`src/hw/rtl/gcd_sqrt.sv`:
```
// Pipelined restoring square root of a Q30 value, one result bit per stage.
`timescale 1ns / 1ps
`default_nettype none
module gcd_sqrt (
	input  wire  logic        clk,
	input  wire  logic [30:0] en,
	input  wire  logic [30:0] a_in,
	output logic [30:0]       root
);
	logic [61:0] rem [32];
	logic [30:0] res [32];

	assign rem[0] = {1'b0, a_in, 30'd0};
	assign res[0] = '0;

	for (genvar i = 0; i < 31; i++) begin : g_bit
		always_ff @(posedge clk) begin
			if (en[i]) begin
				if ({1'b0, rem[i] >> (2 * (30 - i))} >= {30'd0, res[i], 2'b01}) begin
					rem[i+1] <= rem[i] - ({29'd0, res[i], 2'b01} << (2 * (30 - i)));
					res[i+1] <= {res[i][29:0], 1'b1};
				end else begin
					rem[i+1] <= rem[i];
					res[i+1] <= {res[i][29:0], 1'b0};
				end
			end
		end
	end

	assign root = res[31];
endmodule
`default_nettype wire

```
`config.mk`:
```
export PLATFORM = sky130hd
export DESIGN_NAME = gcd_sqrt
export DESIGN_NICKNAME = d
export VERILOG_FILES = /design/src/hw/rtl/gcd_sqrt.sv
export SDC_FILE = /design/constraint.sdc
export NUM_CORES = 2
export LEC_CHECK = 0
export ABC_AREA = 1
export BUFFER_PORTS_ARGS = -buffer_cell sky130_fd_sc_hd__buf_2
export CAP_MARGIN = 5
export CORE_MARGIN = 10
export CORE_UTILIZATION = 25
export CTS_CLUSTER_DIAMETER = 100
export DETAILED_ROUTE_END_ITERATION = 7
export PLACE_DENSITY = 0.41
export SYNTH_ARGS = -nofsm -noshare
export SYNTH_HDL_FRONTEND = slang
export SYNTH_SLANG_ARGS = --single-unit
```
`constraint.sdc`:
```
create_clock -name clk -period 2.35 [get_ports clk]
set_input_delay 0.47 -clock clk [delete_from_list [all_inputs] [get_ports clk]]
set_output_delay 0.47 -clock clk [all_outputs]
set_load 0.05 [all_outputs]
```
==> results.yml <==
detailed_routing:
  drc: 8
  vias_per_cell: 4.41
  wl_um: 394000
  vias: 94900
  avgRoutedWirePerCell_um: 18.3
  drt_iter0_drc: 5761
  first_pass_iters: 8
  drtAntennaViolNets: 0
global_routing:
  grt_max_degree: 75
  gr-usage-all-layers: 0.167
  grt_pass1_vias: 91900
  grt_antenna_before_repair: 7
  grt_pass1_wl_um: 574000
  grt_overflow: 0
critical_path:
  crit_top_cell: "nand2_2"
  cp.required_ps: 2990
  critPathMaxFanout: 8
  critPathTopFamily: "simple AND/OR/NAND/NOR gates"
  max_stage_delay_ps: 480
  cp.arrival_ps: 3180
  slowest_stage: "edfxtp_1"
  critPathLaunchType: "register"
  cp_cell_sequence: "ha_4 > nand2_4 > nor2_4 > nand2_2 > nor2_2 > nand2_2 > nand3b_1 > nand2_2 > nand2_8 > inv_8 > buf_12 > buf_12 > nand2_4 > nand2_2"
  critPathBufInv: 3
  timing.setup.critical_path_class: "register to register"
  end_kind: "register"
sta:
  setup_tns_ps: -20160
  setup_ws_ps: -186
  drv_slew: 0
  fmax_mhz: 394
  clock-skew-final_ps: 84.1
  period_share: 1.08
  hold_viol: 0
  rsz0062_at_grt: "yes"
  relSlewSlack: 0.550
  min_period_ps: 2540
  setup_viol: 324
  timing_worst_slew_pin_value_ps: 668
yosys:
  ys.flop_type: "edfxtp_1"
  syn-instance-count: 13000
  synth_edf_count: 1651
  avgSynthCellArea_um2: 8.06
  synthesis.area_um2: 105000
  syn_nets: 13600
  synth.distinct_cells: 61
  synthTopCellsByArea: "edfxtp_1, nand2_1, inv_1, ha_1, nor2_1"
  ys_warn_count: 0
  ys_seq_area_frac: 0.473
  synth.top_cell.area_share: 0.473
  ys_ff_latch: 1651
  synthArstFlopShare: 0
  yosysTopAreaCell: "edfxtp_1"
cts:
  clk_pin_slew_ps: 60
  ctsHtreeMaxLevel: 4
  clock-root-buffer: "clkbuf_16"
  clockBufferDepth: 4
  cts_sinks: 1651
  cts_tree: "done"
  worstSkewPairLatency_ps: 940
  numCtsBuffers: 208
place:
  port_buffers: 93
  dp_hpwl_um: 319000
  gp_congestion: 0.906
  place_inst: 20700
final_layout:
  stdcell_count: 21500
  fillCellCount: 43400
  drive_gt1_frac: 0.291
  synthToLayoutAreaGrowth_pct: 40.9
  nets: 16400
  register_area_um2: 49600
  multi_input_area_um2: 53600
die:
  rows: 237
  die_x_um: 668
  io_pins: 94
  core_um2: 417000
  die_area_um2: 446000
  start_util: 0.251
  fp.dieH_um: 668
flow_run:
  cap_viol_max_count: 0
power:
  p_total_mw: 123
  power_density_nw_per_um2: 835
  vdd_drop_max_mv: 0.713
  cellLeakagePower_nw: 65.0
worst_hold_path:
  hold_path.class: "input pin to register"
outcome:
  violations: "design-rule violations, negative setup slack"
  status: "complete, but fails checks"
placed cells by master (no fill, tap or decap), types with 43 or more instances in the layout:
cell type | netlist | final
nand2_1 | 3794 | 3389
buf_4 | 43 | 2490
inv_1 | 2085 | 1983
edfxtp_1 | 1651 | 1651
nor2_1 | 1420 | 1231
nand3_1 | 725 | 621
a21oi_1 | 672 | 478
o21ai_0 | 555 | 381
nand2_2 | 29 | 323
ha_1 | 493 | 279
xnor2_1 | 262 | 254
clkbuf_16 | 0 | 235
nand4_1 | 215 | 215
a21oi_2 | 44 | 202
ha_4 | 0 | 193
xor2_1 | 183 | 179
nor2_2 | 20 | 170
nor3_1 | 178 | 165
o21ai_1 | 51 | 140
o21ai_2 | 57 | 130
nand3b_1 | 120 | 120
nand2_4 | 3 | 109
inv_2 | 17 | 105
buf_2 | 61 | 87
buf_12 | 1 | 84
nand3_2 | 11 | 83
buf_6 | 33 | 49
dlygate4sd3_1 | 0 | 48
nor2_4 | 4 | 43
per-stage QoR:
stage                util  hold slack (ps)  area (um^2)  setup WS (ps)
floorplan               -              400       105000          -10.5
global placement    0.309              401       129000           -728
detailed placement  0.309              405       129000           -701
CTS                 0.335             17.4       140000           -112
global route        0.354             60.4       148000           -300
finish              0.354             93.6       148000           -186
cells by family (layout without fill, tap and decap cells):
logic type / count (synthesis) / count (layout) / share of synthesized area
AO/OA/AOI/OAI: 1505 / 1505 / 0.0786
XOR/XNOR: 445 / 445 / 0.0372
adder cells (fa/ha/maj): 507 / 507 / 0.0615
buffers and inverters: 2251 / 5276 / 0.0858
flip-flops: 1651 / 1651 / 0.473
multiplexers: 1 / 1 / 0.000107
other: 1 / 7 / 0.0000358
AND/OR/NAND/NOR: 6639 / 6639 / 0.264
registers in the layout, indices dropped and copies added (netlist names):
register	flops
res	465
rem	1155
root	31
layout make-up:
type	count	area share
antenna	6	0.000102
clock buffer	233	0.0362
clock inverter	140	0.0105
inverter	2106	0.0543
multi-input combinational	9098	0.363
sequential	1651	0.336
tap	5497	0.0466
timing repair buffer	2797	0.154
routing by layer:
| layer | GRT usage | wire length (um) |
|---|---|---|
| met1 | 0.216 | 174000 |
| met2 | 0.302 | 196000 |
| met3 | 0.0165 | 14600 |
| met4 | 0.0349 | 9110 |
| met5 | 0 | 27 |
Yosys cell counts (3+ instances only):
cell / number
and2_1: 15
nor4_1: 39
fa_1: 14
nand2_4: 3
inv_4: 3
xnor2_1: 262
nor2_1: 1420
nor3_1: 178
or2_2: 42
o21bai_1: 44
nor2_4: 4
nor2_2: 20
a31oi_1: 10
nand3_2: 11
inv_1: 2085
o21ai_1: 51
inv_2: 17
a21oi_2: 44
a21o_1: 23
o21ai_0: 555
a211oi_1: 6
ha_1: 493
buf_6: 33
buf_4: 43
nand4_1: 215
nand2_1: 3794
a21boi_0: 21
nand3b_1: 120
xor2_1: 183
o21ai_2: 57
buf_8: 3
a21oi_1: 672
and3_1: 7
edfxtp_1: 1651
o21a_1: 10
o211ai_1: 5
nand2_2: 29
buf_2: 61
nand3_1: 725
nand4_2: 5
report_power, final:
part / switching [mW] / total, mW / internal [mW] / leakage (nW)
logic: 26.9 / 48.4 / 21.5 / 46.0
clock network: 13.5 / 32.8 / 19.3 / 3.37
registers: 4.10 / 42.2 / 38.1 / 15.6
what timing repair did:
item,CTS,global route
hold buffers,48,0
gates resized for setup,589,1347
pin swaps,94,282
setup buffers,119,261
setup endpoints to repair,720,846
hold endpoints to repair,318,0
cloned,8,26
path summary, 6_finish.rpt:
kind | start | end | slack [ps] | depth (start not counted)
max | rem[150]$_DFFE_PP_ | rem[70]$_DFFE_PP_ | -190 | 14
min | en[25] | rem[366]$_DFFE_PP_ | 90 | 1
max reg2reg | rem[150]$_DFFE_PP_ | rem[70]$_DFFE_PP_ | -190 | 14
min reg2reg | rem[1891]$_DFFE_PP_ | rem[1829]$_DFFE_PP_ | 380 | 0
Note: power is estimated with default switching activity, not from simulation.
